$ cat config.mk
export PLATFORM = sky130hd
export DESIGN_NAME = array_insert_delete_search
export DESIGN_NICKNAME = d
export VERILOG_FILES = /design/src/hdl/aids_pkg.sv /design/src/hdl/array_insert_delete_search.sv
export VERILOG_INCLUDE_DIRS = /design/src /design/src/hdl
export SDC_FILE = /design/constraint.sdc
export NUM_CORES = 1
export LEC_CHECK = 0
export ABC_AREA = 0
export BUFFER_PORTS_ARGS = -buffer_cell sky130_fd_sc_hd__buf_2
export CAP_MARGIN = 20
export CORE_MARGIN = 2
export CORE_UTILIZATION = 55
export DETAILED_ROUTE_END_ITERATION = 6
export PLACE_DENSITY = 0.82
export SYNTH_ARGS = -nofsm -noshare
export SYNTH_HDL_FRONTEND = slang
export SYNTH_SLANG_ARGS = --single-unit
$ cat constraint.sdc
create_clock -name clk -period 6.35 [get_ports clk]
set_input_delay 1.27 -clock clk [delete_from_list [all_inputs] [get_ports clk]]
set_output_delay 1.27 -clock clk [all_outputs]
set_load 0.01 [all_outputs]
$ cat src/hdl/array_insert_delete_search_macros.svh
// Assertion macros for the ordered array block.
`ifndef ARRAY_INSERT_DELETE_SEARCH_MACROS_SVH
`define ARRAY_INSERT_DELETE_SEARCH_MACROS_SVH

// Same-cycle implication, sampled on clk, disabled during reset
`define AIDS_ASSERT_NOW(label, ante, cons, msg) \
    label: assert property (@(posedge clk) disable iff (!rst_n) (ante) |-> (cons)) \
        else $error(msg);

// Next-cycle implication, sampled on clk, disabled during reset
`define AIDS_ASSERT_NEXT(label, ante, cons, msg) \
    label: assert property (@(posedge clk) disable iff (!rst_n) (ante) |=> (cons)) \
        else $error(msg);

`endif

$ cat src/hdl/aids_pkg.sv
// Types and constants for the ordered array block.
`timescale 1ns / 1ps

package aids_pkg;

    // Entry store depth; every index and count field is IDX_W bits wide
    localparam int DEPTH  = 16;
    localparam int IDX_W  = 5;
    localparam int DATA_W = 32;
    localparam logic [IDX_W-1:0] CAP_RESET = 5'd16;

    typedef enum logic [1:0] {
        CMD_INSERT = 2'd0,
        CMD_DELETE = 2'd1,
        CMD_SEARCH = 2'd2,
        CMD_DUMP   = 2'd3
    } cmd_t;

    typedef enum logic [1:0] {
        ST_OK        = 2'd0,
        ST_FULL      = 2'd1,
        ST_RANGE     = 2'd2,
        ST_NOT_FOUND = 2'd3
    } status_t;

    typedef enum logic [2:0] {
        S_IDLE,
        S_DECODE,
        S_INS_SHIFT,
        S_INS_WRITE,
        S_DEL_SHIFT,
        S_SEARCH,
        S_DUMP
    } state_t;

endpackage

$ cat src/hdl/array_insert_delete_search.sv
// Ordered array of signed words: insert, delete, linear search and dump.
// One command at a time; one RAM read and one write per cycle set the pace.
// Dump streams one entry per cycle when the output is not stalled.
// Reset clears the fill count and sets capacity to 16; RAM contents stay unknown.
`timescale 1ns / 1ps

`include "array_insert_delete_search_macros.svh"

module array_insert_delete_search
    import aids_pkg::*;
(
    input  logic        clk,
    input  logic        rst_n,
    // configuration: capacity_limit
    input  logic        cfg_wr_en,
    input  logic [4:0]  cfg_wr_data,
    // command stream
    input  logic        s_axis_tvalid,
    output logic        s_axis_tready,
    input  logic [39:0] s_axis_tdata,   // value[31:0], position[36:32], zero pad
    input  logic [1:0]  s_axis_tuser,   // cmd[1:0]
    // result stream
    output logic        m_axis_tvalid,
    input  logic        m_axis_tready,
    output logic [47:0] m_axis_tdata,   // found_index[4:0], data[36:5],
                                        // fill_count[41:37], zero pad
    output logic [1:0]  m_axis_tuser,   // status[1:0]
    output logic        m_axis_tlast    // last
);

    localparam int AW = (DEPTH > 1) ? $clog2(DEPTH) : 1;

    // Entry store, one write and one registered read per cycle
    logic signed [DATA_W-1:0] mem [DEPTH];

    state_t                   state_reg, state_next;
    cmd_t                     cmd_reg;
    logic signed [DATA_W-1:0] val_reg;
    logic [IDX_W-1:0]         pos_reg;
    logic [IDX_W-1:0]         count_reg, count_next;
    logic [IDX_W-1:0]         cap_reg;
    logic [IDX_W-1:0]         ptr_reg, ptr_next;
    logic [IDX_W-1:0]         rem_reg, rem_next;
    logic                     rd_valid_reg, rd_valid_next;
    logic [IDX_W-1:0]         rd_idx_reg;
    logic signed [DATA_W-1:0] rd_data_reg;

    logic                     out_valid_reg;
    status_t                  out_status_reg;
    logic [IDX_W-1:0]         out_idx_reg;
    logic signed [DATA_W-1:0] out_data_reg;
    logic [IDX_W-1:0]         out_count_reg;
    logic                     out_last_reg;

    logic                     rd_en, wr_en;
    logic [IDX_W-1:0]         rd_idx, wr_idx;
    logic signed [DATA_W-1:0] wr_data;
    logic                     out_free, out_load, out_last;
    status_t                  out_status;
    logic [IDX_W-1:0]         out_idx;
    logic signed [DATA_W-1:0] out_data;
    logic [IDX_W-1:0]         eff_cap;
    logic                     hit;

    // Capacity never exceeds the RAM depth
    assign eff_cap  = (32'(cap_reg) < DEPTH) ? cap_reg : IDX_W'(DEPTH);
    assign out_free = !out_valid_reg || m_axis_tready;
    assign hit      = rd_valid_reg && (rd_data_reg == val_reg);

    assign s_axis_tready = (state_reg == S_IDLE);

    // RAM port
    always_ff @(posedge clk)
    begin
        if (wr_en)
        begin
            mem[AW'(wr_idx)] <= wr_data;
        end
        if (rd_en)
        begin
            rd_data_reg <= mem[AW'(rd_idx)];
            rd_idx_reg  <= rd_idx;
        end
    end

    // Control registers
    always_ff @(posedge clk or negedge rst_n)
    begin
        if (!rst_n)
        begin
            state_reg     <= S_IDLE;
            count_reg     <= '0;
            cap_reg       <= CAP_RESET;
            rd_valid_reg  <= 1'b0;
            out_valid_reg <= 1'b0;
        end
        else
        begin
            state_reg     <= state_next;
            count_reg     <= count_next;
            rd_valid_reg  <= rd_valid_next;
            out_valid_reg <= out_load || (out_valid_reg && !m_axis_tready);
            if (cfg_wr_en)
            begin
                cap_reg <= cfg_wr_data;
            end
        end
    end

    // Command capture, walk pointers and output register
    always_ff @(posedge clk)
    begin
        if (s_axis_tvalid && s_axis_tready)
        begin
            cmd_reg <= cmd_t'(s_axis_tuser);
            val_reg <= s_axis_tdata[31:0];
            pos_reg <= s_axis_tdata[36:32];
        end
        ptr_reg <= ptr_next;
        rem_reg <= rem_next;
        if (out_load)
        begin
            out_status_reg <= out_status;
            out_idx_reg    <= out_idx;
            out_data_reg   <= out_data;
            out_count_reg  <= count_next;
            out_last_reg   <= out_last;
        end
    end

    // Sequencer: next state, RAM accesses and result generation
    always_comb
    begin
        state_next    = state_reg;
        count_next    = count_reg;
        ptr_next      = ptr_reg;
        rem_next      = rem_reg;
        rd_en         = 1'b0;
        rd_idx        = ptr_reg;
        wr_en         = 1'b0;
        wr_idx        = rd_idx_reg;
        wr_data       = rd_data_reg;
        out_load      = 1'b0;
        out_status    = ST_OK;
        out_idx       = '0;
        out_data      = '0;
        out_last      = 1'b1;
        rd_valid_next = 1'b0;

        case (state_reg)
            S_IDLE:
            begin
                if (s_axis_tvalid)
                begin
                    state_next = S_DECODE;
                end
            end

            S_DECODE:
            begin
                case (cmd_reg)
                    CMD_INSERT:
                    begin
                        if (count_reg >= eff_cap)
                        begin
                            out_status = ST_FULL;
                            if (out_free)
                            begin
                                out_load   = 1'b1;
                                state_next = S_IDLE;
                            end
                        end
                        else if (pos_reg > count_reg)
                        begin
                            out_status = ST_RANGE;
                            if (out_free)
                            begin
                                out_load   = 1'b1;
                                state_next = S_IDLE;
                            end
                        end
                        else
                        begin
                            ptr_next   = count_reg - 5'd1;
                            rem_next   = count_reg - pos_reg;
                            state_next = S_INS_SHIFT;
                        end
                    end
                    CMD_DELETE:
                    begin
                        if (pos_reg >= count_reg)
                        begin
                            out_status = ST_RANGE;
                            if (out_free)
                            begin
                                out_load   = 1'b1;
                                state_next = S_IDLE;
                            end
                        end
                        else
                        begin
                            ptr_next   = pos_reg + 5'd1;
                            rem_next   = count_reg - pos_reg - 5'd1;
                            state_next = S_DEL_SHIFT;
                        end
                    end
                    CMD_SEARCH:
                    begin
                        ptr_next   = '0;
                        rem_next   = count_reg;
                        state_next = S_SEARCH;
                    end
                    CMD_DUMP:
                    begin
                        if (count_reg == '0)
                        begin
                            out_status = ST_NOT_FOUND;
                            if (out_free)
                            begin
                                out_load   = 1'b1;
                                state_next = S_IDLE;
                            end
                        end
                        else
                        begin
                            ptr_next   = '0;
                            rem_next   = count_reg;
                            state_next = S_DUMP;
                        end
                    end
                    default:
                    begin
                        state_next = S_IDLE;
                    end
                endcase
            end

            // Move entries up, reading downward from the top
            S_INS_SHIFT:
            begin
                if (rd_valid_reg)
                begin
                    wr_en  = 1'b1;
                    wr_idx = rd_idx_reg + 5'd1;
                end
                if (rem_reg != '0)
                begin
                    rd_en    = 1'b1;
                    ptr_next = ptr_reg - 5'd1;
                    rem_next = rem_reg - 5'd1;
                end
                else
                begin
                    state_next = S_INS_WRITE;
                end
                rd_valid_next = rd_en;
            end

            S_INS_WRITE:
            begin
                if (out_free)
                begin
                    wr_en      = 1'b1;
                    wr_idx     = pos_reg;
                    wr_data    = val_reg;
                    count_next = count_reg + 5'd1;
                    out_load   = 1'b1;
                    state_next = S_IDLE;
                end
            end

            // Move entries down, reading upward from above the hole
            S_DEL_SHIFT:
            begin
                if (rd_valid_reg)
                begin
                    wr_en  = 1'b1;
                    wr_idx = rd_idx_reg - 5'd1;
                end
                if (rem_reg != '0)
                begin
                    rd_en    = 1'b1;
                    ptr_next = ptr_reg + 5'd1;
                    rem_next = rem_reg - 5'd1;
                end
                else if (out_free)
                begin
                    count_next = count_reg - 5'd1;
                    out_load   = 1'b1;
                    state_next = S_IDLE;
                end
                rd_valid_next = rd_en;
            end

            // Compare one entry per cycle, first match wins
            S_SEARCH:
            begin
                if (hit)
                begin
                    out_idx = rd_idx_reg;
                    if (out_free)
                    begin
                        out_load   = 1'b1;
                        state_next = S_IDLE;
                    end
                    else
                    begin
                        rd_valid_next = 1'b1;
                    end
                end
                else if (rem_reg != '0)
                begin
                    rd_en         = 1'b1;
                    ptr_next      = ptr_reg + 5'd1;
                    rem_next      = rem_reg - 5'd1;
                    rd_valid_next = 1'b1;
                end
                else if (!rd_valid_reg)
                begin
                    out_status = ST_NOT_FOUND;
                    if (out_free)
                    begin
                        out_load   = 1'b1;
                        state_next = S_IDLE;
                    end
                end
            end

            // Stream entries; read data holds while the output is stalled
            S_DUMP:
            begin
                out_idx  = rd_idx_reg;
                out_data = rd_data_reg;
                out_last = (rd_idx_reg == count_reg - 5'd1);
                if (rd_valid_reg)
                begin
                    if (out_free)
                    begin
                        out_load = 1'b1;
                        if (out_last)
                        begin
                            state_next = S_IDLE;
                        end
                        else if (rem_reg != '0)
                        begin
                            rd_en    = 1'b1;
                            ptr_next = ptr_reg + 5'd1;
                            rem_next = rem_reg - 5'd1;
                        end
                        rd_valid_next = rd_en;
                    end
                    else
                    begin
                        rd_valid_next = 1'b1;
                    end
                end
                else if (rem_reg != '0)
                begin
                    rd_en         = 1'b1;
                    ptr_next      = ptr_reg + 5'd1;
                    rem_next      = rem_reg - 5'd1;
                    rd_valid_next = 1'b1;
                end
            end

            default:
            begin
                state_next = S_IDLE;
            end
        endcase
    end

    // Result stream
    assign m_axis_tvalid = out_valid_reg;
    assign m_axis_tuser  = out_status_reg;
    assign m_axis_tlast  = out_last_reg;
    assign m_axis_tdata  = {6'd0, out_count_reg, out_data_reg, out_idx_reg};

    // Checks
    `AIDS_ASSERT_NOW(a_no_result_overwrite, out_load, out_free,
        "result loaded over one still waiting")
    `AIDS_ASSERT_NEXT(a_count_moves_with_result, !out_load, count_reg == $past(count_reg),
        "fill count changed without a result")
    `AIDS_ASSERT_NEXT(a_insert_grows, (state_reg == S_INS_WRITE) && out_load,
        count_reg == $past(count_reg) + 5'd1, "insert did not grow the fill count")
    `AIDS_ASSERT_NOW(a_no_same_entry_access, wr_en && rd_en, wr_idx != rd_idx,
        "read and write of the same entry in one cycle")

endmodule
# --- Word-level counts from Yosys, hierarchy flattened ---
# Memory sizes are Yosys's and may differ from the RTL's. A register that Yosys moved wholly into a read port is not among the register bits.
# Index checks and enable logic that the tools add are counted.
totals:
  reg_bits: 114
  ram_bits: 512
  input_bits: 52
  output_inout_bits: 53
  elab_cells: 163
  memories: 1
classes:
  n_addsub: 10
  n_lt_le_gt_ge: 4
  eq_ne: 27
  n_mux: 88
  n_reduce_logical: 17
mem_list:
  columns: ["memory", "words", "width", "read_ports", "rd_ports_with_merged_regs", "write_ports", "line_no", "source"]
  rows:
  - ["mem", 16, 32, 1, 1, 1, "array_insert_delete_search.sv:34", "logic signed [DATA_W-1:0] mem [DEPTH];"]
ops:
  columns: ["op", "count"]
  rows:
  - ["$mux 5", 24]
  - ["$mux 32", 2]
  - ["$pmux 5 s4", 3]
  - ["$mux 3", 14]
  - ["$eq 32x32->1", 1]
  - ["$pmux 5 s5", 1]
  - ["$ne 3x3->1 const B", 8]
  - ["$mux 1", 22]
  - ["$pmux 3 s7", 1]
  - ["$pmux 5 s2", 2]
  - ["$sub 5x1->5 const B", 4]
  - ["$ne 2x2->1 const B", 8]
  - ["$reduce_and 8->1", 2]
  - ["$add 5x1->5 const B", 3]
  - ["$mux 2", 7]
  - ["$mux 4", 3]
  - ["$pmux 3 s4", 1]
  - ["$pmux 4 s3", 1]
  - ["$ge 5x5->1", 2]
  - ["$reduce_bool 5->1", 2]
  - ["$eq 3x3->1 const B", 3]
  - ["$pmux 1 s3", 3]
  - ["$reduce_and 9->1", 1]
  - ["$eq 3x2->1 const B", 2]
  - ["21 further kinds", 26]

# --- Depth between registers and ports, before layout ---
# Gate-level depths: netlist of the first run.
logic_depth:
  word_depth: 8
  depth_mapped: 11
  ltp_nobuf: 11

# --- Least setup slack after synthesis of the first run ---
# Ideal clock, no wire load.
synth_timing:
  kind: "input to register"
  startpoint: "in m_axis_tready"
  endpoint: "mem mem[14][0] (enable)"
  arrival_ns: 3.758
  path_slack_ns: 2.171
  path_stages: 6
  path_cell_list: "and2b_1 > nor3_1 > buf_2 > a221oi_1 > or2_1 > nor2_1"
synth_between:
  elab_chain_cells: 5
synth_rtl:
  columns: ["item", "line_no", "source"]
  rows:
  - ["start: declaration", "array_insert_delete_search.sv:24", "input logic m_axis_tready,"]
  - ["$logic_or 1x1->1 (*)", "array_insert_delete_search.sv:67", "assign out_free = !out_valid_reg || m_axis_tready;"]
  - ["$mux 1", "array_insert_delete_search.sv:261", "if (out_free)"]
  - ["$pmux 1 s2", "array_insert_delete_search.sv:150", "case (state_reg)"]
  - ["$mux 1", "array_insert_delete_search.sv:75", "if (wr_en)"]
  - ["$mux 1 (not written as such)", "array_insert_delete_search.sv:77", "mem[AW'(wr_idx)] <= wr_data;"]
  - ["end: declaration", "array_insert_delete_search.sv:34", null]
# Mark *: on every way between the ends. The rest lies on a longest branch, timed or not.

# --- Worst setup path after layout of the first run ---
layout_timing:
  startpoint: "reg state_reg[2]"
  endpoint: "mem mem[7][13] (enable)"
layout_between:
  elab_chain_cells: 5
layout_rtl:
  columns: ["item", "line_no", "source"]
  rows:
  - ["start: declaration", "array_insert_delete_search.sv:36", "state_t state_reg, state_next;"]
  - ["start signal: assignment", "array_insert_delete_search.sv:99", "state_reg <= state_next;"]
  - ["$eq 3x3->1 or $eq 3x2->1 (tied branches)", "array_insert_delete_search.sv:150", null]
  - ["$reduce_or 2->1 (no line)", null, null]
  - ["$pmux 1 s2", "array_insert_delete_search.sv:150", null]
  - ["$mux 1", "array_insert_delete_search.sv:75", null]
  - ["$mux 1 (not written as such)", "array_insert_delete_search.sv:77", null]
# Parallel ways exist; a longest one is shown, timed or not.

==> summary.md, run 1 <==
| Metric | Value |
|---|---|
| Worst Path Buf+Inv | 1 |
| Top cells by area, synth | sky130_fd_sc_hd__edfxtp_1 73%, sky130_fd_sc_hd__mux4_2 14%, sky130_fd_sc_hd__nand2_1 1.9%, sky130_fd_sc_hd__xor2_1 1.5%, sky130_fd_sc_hd__dfrtp_1 1.3% |
| Cells after Synth | 1367 |
| Clk sinks | ~660 |
| Post-DR vias/cell | roughly 6.5 |
| Skew-Pair Late Insertion Delay | 0.62 ns |
| Predominant post-synthesis flop cell | sky130_fd_sc_hd__edfxtp_1 |
| Pin count of the biggest net entering global routing | approximately 130 |
| Number of antenna violations at the first check in global routing | 0 |
| Routed length per instance | just under 30 um |
| Detail Placement HPWL | 33.19 mm |
| Slew at the pin with the worst max-slew slack | 1.207 ns |
| Category of the worst setup path launch point | flip-flop |
| Post-Route Setup TNS | 0 ns |
| Arrival time worst endpoint | ~4.6 ns |
| Number of gates resized after CTS | 0 |
| Number of top-level design ports | 105 |
| Proportion of synthesized chip area in sequential cells | between 70% and 80% |
| Static power due to leakage | 10.06 nW |
| First-pass GRT wire length | 92.65 mm |
| Global-route usage over all layers | 25.68% |
| Post-CTS Hold Buffers | 0 |
| FF-to-FF Start | state_reg[2] |
| Family with the most delay on the worst path | simple AND/OR/NAND/NOR gates |
| Die area | 0.05009 mm^2 |
| # DRC | 0 |
| Setup slack, reg-to-reg | between 2 and 2.5 ns |
| Post-synth cell types | 69 |
| Slowest library cell on the worst path | sky130_fd_sc_hd__dfrtp_2 |
| Net count of the finished layout | approximately 1600 |
| Starting Density | 55.66% |
| Post-synthesis simple-gate area fraction | 4.883% |
| Total of flip-flops plus latches after synthesis | 658 |
| CP Cell Sequence | and2b_4 -> o21ai_2 -> a21boi_1 -> a221oi_1 -> nand2b_1 -> nor2_4 -> buf_4 |
| Min Tclk post-route | 4.341 ns |
| Clock tree root buffer cell | sky130_fd_sc_hd__clkbuf_16 |
| Post-synthesis mux area share | approximately 14% |
| H-tree level count | 3 |
| Final weighted congestion in routability-driven placement | about 0.86 |
| Status | finished, final reports clean |
| Worst endpoint required time | 6.62 ns |
| Most frequent cells in the layout | 643 x sky130_fd_sc_hd__edfxtp_1, 160 x sky130_fd_sc_hd__mux4_2, 135 x sky130_fd_sc_hd__nand2_1, 95 x sky130_fd_sc_hd__buf_2, 67 x sky130_fd_sc_hd__clkbuf_16 |
| Clock slew at reported path FFs | 0.06 ns |
| Most common cell after layout, fill and taps aside | sky130_fd_sc_hd__edfxtp_1 |
| Register-to-Register Path Depth | 7 |
| Die outline width | around 220 um |
| Arithmetic-cell share of the synthesized area counting full adders, half adders and majority gates | about 1.1% |
| Die Ht | 223.8 um |
| Leading area contributor after synthesis | sky130_fd_sc_hd__edfxtp_1 |
| Placement Cell Area | 0.02784 mm^2 |
| Reg area | 0.01969 mm^2 |
| Floorplan core area | 0.04775 mm^2 |
| Launch point of the worst hold path | ptr_reg[4] |
| Area of the multi-input gates | 0.006594 mm^2 |
| Post-synthesis compound-gate area fraction | 2.401% |
| IR Drop Worst-Case VDD | 0.3552 mV |
| Post-CTS Setup Repair Bufs | 0 |
| Number of antenna repair diodes | 0 |
| Violation count after the first detailed-routing iteration | 1963 |
| Delay of the slowest cell on the worst path | 1.15 ns |
| Layout area overhead | 12.76% |
| Overall routed net length | approximately 63 mm |
| Total congestion overflow after global routing | 0 |
| Layout Skew | 0.04795 ns |
| Reg-to-Reg End | mem[7][13] |
| Filler Cell Count | 3016 |
| Worst Path Max Fanout | 52 |
| Final clock period utilization by the worst path | 68.36% |
| Cell count of the worst hold path | 0 |
| TritonCTS clock tree | built |
| Cell area after layout | 0.02996 mm^2 |
| Area share of the largest cell type after synthesis | 72.66% |
| F_max | 230.4 MHz |
| Hold endpoint | rd_idx_reg[4] |
| Vias in the first global route | 14399 |
| Number of buffers created by CTS | 66 |
| Clock Tree Buf Depth | 3 |
| Combinational family with the most area after synthesis | multiplexers |
| Layout cells sized above 1 | a little over a quarter |
| # port buffers | 95 |
| Final hold vios | 0 |
| Design Power | approximately 0.015 W |
| Unrepaired setup endpoints after global routing | false |
| Largest register FFs | between 500 and 600 |
| YS warnings | 0 |
| Post-detailed-route count of antenna-violating nets | 0 |
| Type of the worst min-delay path | flip-flop to flip-flop |
| Mean cell area of the mapped netlist | 19.44 um^2 |
| Capturing element type of the critical path | flip-flop |
| Vias | 14045 |
| TritonRoute pass-1 iters | 5 |
| Top reg by flops | mem |
| Class of the most critical setup path | flip-flop to flip-flop |
| Post-synthesis share of cell area spent on xor and xnor gates | between 2 and 2.5% |
| Setup Viol. Count Final | 0 |
| EDFF count, synth | 643 |
| Synth async-reset ratio | 2.280% |
| Power density of the placed cells | 509.9 mW/mm^2 |
| Count of maximum capacitance violations | 0 |
| Slew Limit Fails | 0 |
| Row count | 80 |
| Worst slew margin relative to its limit | 19.55% |
| Cell area after technology mapping | 0.02657 mm^2 |
[cells in the mapped netlist (3+ instances only)]
library cell               number
sky130_fd_sc_hd__o21a_1         3
sky130_fd_sc_hd__nor2b_1        6
sky130_fd_sc_hd__mux2_2         5
sky130_fd_sc_hd__xor2_1        45
sky130_fd_sc_hd__a211oi_1       6
sky130_fd_sc_hd__mux4_2       160
sky130_fd_sc_hd__nand2b_1      13
sky130_fd_sc_hd__xnor2_1       14
sky130_fd_sc_hd__nor3_1         8
sky130_fd_sc_hd__o22ai_1        9
sky130_fd_sc_hd__and3_1        34
sky130_fd_sc_hd__buf_2          8
sky130_fd_sc_hd__o21ai_0       17
sky130_fd_sc_hd__and2_1         3
sky130_fd_sc_hd__nor4_1        10
sky130_fd_sc_hd__clkbuf_1      29
sky130_fd_sc_hd__nand4_1        4
sky130_fd_sc_hd__nor2_1        41
sky130_fd_sc_hd__edfxtp_1     643
sky130_fd_sc_hd__nand3_1        4
sky130_fd_sc_hd__buf_4          6
sky130_fd_sc_hd__a31oi_1        3
sky130_fd_sc_hd__nand2_1      136
sky130_fd_sc_hd__a21o_1         4
sky130_fd_sc_hd__dfrtp_1       14
sky130_fd_sc_hd__inv_1         21
sky130_fd_sc_hd__buf_1         15
sky130_fd_sc_hd__o211ai_1       5
sky130_fd_sc_hd__buf_6         10
sky130_fd_sc_hd__ha_1          20
sky130_fd_sc_hd__a21oi_1       20
[metal layers]
layer | global-route usage [%] | vias to the layer above | wire length, um
li1 | - | 5742 | -
met5 | 0 | - | 0
met3 | 5.063 | 167 | 6495
met2 | 42.16 | 1010 | 31340
met4 | 9.441 | 0 | 2316
met1 | 34.71 | 7126 | 22730
[report_power, final]
| part | internal (W) | switching [W] | total [W] |
|---|---|---|---|
| clock | 0.00214 | 0.00163 | 0.00378 |
| combinational | 0.00184 | 0.00292 | 0.00476 |
| sequential | 0.00625 | 0.000496 | 0.00674 |
| total | 0.0102 | 0.00505 | 0.0153 |
[kinds of logic after synthesis]
family          after synthesis
compound gates               95
xor+xnor                     60
fa+ha+maj                    22
buf+inv                      90
flops                       658
mux                         167
other cells                   1
simple gates                274
[area by class of cell]
class	count	share of cell area, %
Timing Repair Buffer	124	2.464
Inverter	22	0.2756
Multi-Input combinational cell	624	22.01
Sequential cell	658	65.70
Clock buffer	83	5.863
Clock inverter	33	1.123
Tap cell	615	2.568
[worst max path at each step]
| stage | start | to | slack (ns) | cells after the start |
|---|---|---|---|---|
| 2_1_floorplan | m_axis_tready | mem[14][0] | 2.17 | 6 |
| 3_3_place_gp | m_axis_tready | mem[1][8] | 1.80 | 8 |
| 3_5_place_dp | m_axis_tready | mem[0][14] | 1.74 | 8 |
| 4_1_cts | rd_data_reg[25] | out_data_reg[25] | 2.05 | 8 |
| 5_1_grt | state_reg[2] | mem[10][25] | 1.93 | 8 |
| 6_report | state_reg[2] | mem[7][13] | 2.01 | 7 |
[metrics by stage]
step                setup slack (ns)  utilization [%]  hold WS [ns]  cells
floorplan                      2.171                -        0.4244   1372
global placement               1.802            58.30        0.4636   2041
detailed placement             1.742            58.30        0.4671   2041
CTS                            2.048            62.68        0.4826   2157
global route                   1.933            62.76        0.4886   2159
finish                         2.009            62.76        0.4838   2159
Power figures use the tool's default switching activity.
==> run 2: changes to the inputs <==
--- a/config.mk
+++ b/config.mk
@@ -12,7 +12,7 @@
 export CORE_MARGIN = 2
 export CORE_UTILIZATION = 55
 export DETAILED_ROUTE_END_ITERATION = 6
-export PLACE_DENSITY = 0.82
+export PLACE_DENSITY = 0.85
 export SYNTH_ARGS = -nofsm -noshare
 export SYNTH_HDL_FRONTEND = slang
 export SYNTH_SLANG_ARGS = --single-unit
==> constraint.sdc (replaced) <==
create_clock -name clk -period 3.6 [get_ports clk]
set_input_delay 0.72 -clock clk [delete_from_list [all_inputs] [get_ports clk]]
set_output_delay 0.72 -clock clk [all_outputs]
set_load 0.01 [all_outputs]
==> run 2 against run 1 <==
- final cell count rose by 0.97%
- maximum frequency grew 31%
- critical path depth down 1
- cell area is 0.96% higher
- non-clock buffer count increased by 22
- first-iteration DRC count is 6.6% lower
- clock-buffer cell count fell by 1
- utilization up 0.61 points
- clock power rose by 73%
- sequential power up 75%
- via count grew 0.19%
- largest cell class unchanged
==> summary.md, run 2 (synthesized netlist as in run 1, its figures left out) <==
| Metric | Value |
|---|---|
| Layout Skew | between 0.03 and 0.04 ns |
| Row count | 80 |
| TritonRoute pass-1 iters | 5 |
| Capturing element type of the critical path | flip-flop |
| Post-CTS Hold Buffers | 0 |
| Slew Limit Fails | 0 |
| Number of antenna violations at the first check in global routing | 0 |
| FF-to-FF Start | state_reg[2] |
| Power density of the placed cells | 894.9 mW/mm^2 |
| Die Ht | between 200 and 250 um |
| Number of antenna repair diodes | 0 |
| Number of buffers created by CTS | 66 |
| Final weighted congestion in routability-driven placement | slightly below 0.9 |
| Layout cells sized above 1 | 27.80% |
| Combinational group share of total power | 32.2% |
| Delay of the slowest cell on the worst path | 0.56 ns |
| Die area | 0.05009 mm^2 |
| Slew at the pin with the worst max-slew slack | 0.8791 ns |
| TritonCTS clock tree | built |
| Vias | 14071 |
| F_max | ~300 MHz |
| Most frequent cells in the layout | 643 x sky130_fd_sc_hd__edfxtp_1, 160 x sky130_fd_sc_hd__mux4_2, 135 x sky130_fd_sc_hd__nand2_1, 95 x sky130_fd_sc_hd__buf_2, 67 x sky130_fd_sc_hd__clkbuf_16 |
| Setup Slack @ Placement | 0.3574 ns |
| Post-layout instance count excluding filler cells | approximately 2200 |
| Clock slew at reported path FFs | 0.06 ns |
| Number of top-level design ports | 105 |
| Reported net switching power | 0.008992 W |
| Setup slack, reg-to-reg | 0.29 ns |
| Post-DR vias/cell | between 6 and 7 |
| Clock share of power | about 24% |
| Clock tree root buffer cell | sky130_fd_sc_hd__clkbuf_16 |
| Worst endpoint required time | ~3.9 ns |
| Final clock period utilization by the worst path | 91.87% |
| Status | finished, final reports clean |
| Worst Path Max Fanout | 37 |
| First-pass GRT wire length | 93.88 mm |
| Violation count after the first detailed-routing iteration | 1833 |
| Global-route usage over all layers | 26.15% |
| Total congestion overflow after global routing | 0 |
| Post-detailed-route count of antenna-violating nets | 0 |
| Setup Viol. Count Final | 0 |
| Detail Placement HPWL | 34.67 mm |
| Internal cell power | approximately 0.018 W |
| Static power due to leakage | 10.19 nW |
| # DRC | 0 |
| Category of the worst setup path launch point | flip-flop |
| Part of the power in registers | between 40% and 50% |
| Die outline width | 223.8 um |
| Min Tclk post-route | about 3.3 ns |
| Post-Route Setup TNS | 0 ns |
| H-tree level count | 3 |
| Overall routed net length | approximately 64 mm |
| Starting Density | approximately 56% |
| Post-CTS Setup Repair Bufs | 0 |
| Switching fraction of total power | 33.21% |
| Clock Tree Buf Depth | 3 |
| Arrival time worst endpoint | around 3.6 ns |
| Largest register FFs | 512 |
| Most used cell, CP | sky130_fd_sc_hd__buf_4 |
| Family with the most delay on the worst path | simple AND/OR/NAND/NOR gates |
| Unrepaired setup endpoints after global routing | false |
| Number of gates resized after CTS | 0 |
| Floorplan core area | approximately 0.048 mm^2 |
| Reg-to-Reg End | mem[1][18] |
| Type of the worst min-delay path | input pin to asynchronous set/reset pin |
| Skew-Pair Late Insertion Delay | 0.60 ns |
| CP Cell Sequence | buf_4 -> nor3_2 -> a221oi_1 -> nand2_1 -> nor2_4 -> buf_4 |
| Pin count of the biggest net entering global routing | about 130 |
| Final hold vios | 0 |
| Class of the most critical setup path | flip-flop to flip-flop |
| Net count of the finished layout | ~1600 |
| Register-to-Register Path Depth | 6 |
| Placement Cell Area | 0.02823 mm^2 |
| Most common cell after layout, fill and taps aside | sky130_fd_sc_hd__edfxtp_1 |
| Top reg by flops | mem |
| Worst Path Buf+Inv | 2 |
| # port buffers | 95 |
| Layout area overhead | 13.85% |
| Slowest library cell on the worst path | sky130_fd_sc_hd__buf_4 |
| Cell area after layout | 0.03025 mm^2 |
| Routed length per instance | between 20 and 30 um |
| IR Drop Worst-Case VDD | between 0.5 and 0.6 mV |
| Worst slew margin relative to its limit | ~41% |
| Setup slack of the critical path after layout | 0.2926 ns |
| Total instance count after detailed placement | 2065 |
| Count of maximum capacitance violations | 0 |
| Vias in the first global route | 14493 |
| Clk sinks | 658 |
run 2: cell type report:
type,count,area [um^2]
timing repair buffer,146,1096
fill,2968,17490
clock buffer,82,1733
tap,615,769.5
sequential,658,19690
inverter,22,82.58
clock inverter,33,291.5
multi-input combinational,624,6594
run 2: worst max path at each step:
stage,cells after the start,endpoint,slack (ns),from
6_report,6,mem[1][18],0.29,state_reg[2]
3_5_place_dp,7,mem[1][15],0.36,m_axis_tready
4_1_cts,6,mem[1][22],0.39,state_reg[2]
5_1_grt,6,mem[1][22],0.21,state_reg[2]
3_3_place_gp,7,mem[4][12],0.52,m_axis_tready
2_1_floorplan,6,mem[12][0],-0.03,m_axis_tready
run 2: worst register-to-register path: stages, from the launching register on:
cell                       delay (ns)
sky130_fd_sc_hd__dfrtp_2         0.53
sky130_fd_sc_hd__buf_4           0.57
sky130_fd_sc_hd__nor3_2          0.24
sky130_fd_sc_hd__a221oi_1        0.55
sky130_fd_sc_hd__nand2_1         0.38
sky130_fd_sc_hd__nor2_4          0.42
sky130_fd_sc_hd__buf_4           0.31
run 2: power groups by stage:
stage | combinational (W) | sequential, W | clock [W]
after global routing | 0.00932 | 0.0119 | 0.00686
after global placement | 0.00816 | 0.0118 | 0
after detailed placement | 0.00854 | 0.0119 | 0
after CTS | 0.00870 | 0.0118 | 0.00661
after floorplan | 0.00587 | 0.0117 | 0
final | 0.00871 | 0.0118 | 0.00653
run 2: per-stage QoR:
step           util (%)  hold WS (ns)  power (W)
2_1_floorplan         -        0.4244    0.01755
3_3_place_gp      59.12        0.4608    0.01998
3_5_place_dp      59.12        0.4870    0.02045
4_1_cts           63.36       0.03296    0.02712
5_1_grt           63.36       0.05745    0.02808
6_report          63.36       0.05172    0.02707
run 2: metal layers:
metal	part of all wire, %	global-route usage (%)	routed length [um]	vias up
met3	11	6.480	6904	168
met4	3.9	10.52	2495	0
met1	35	33.38	22620	7144
met2	50	43.56	32020	974
li1	-	-	-	5785
met5	0	0	0	-
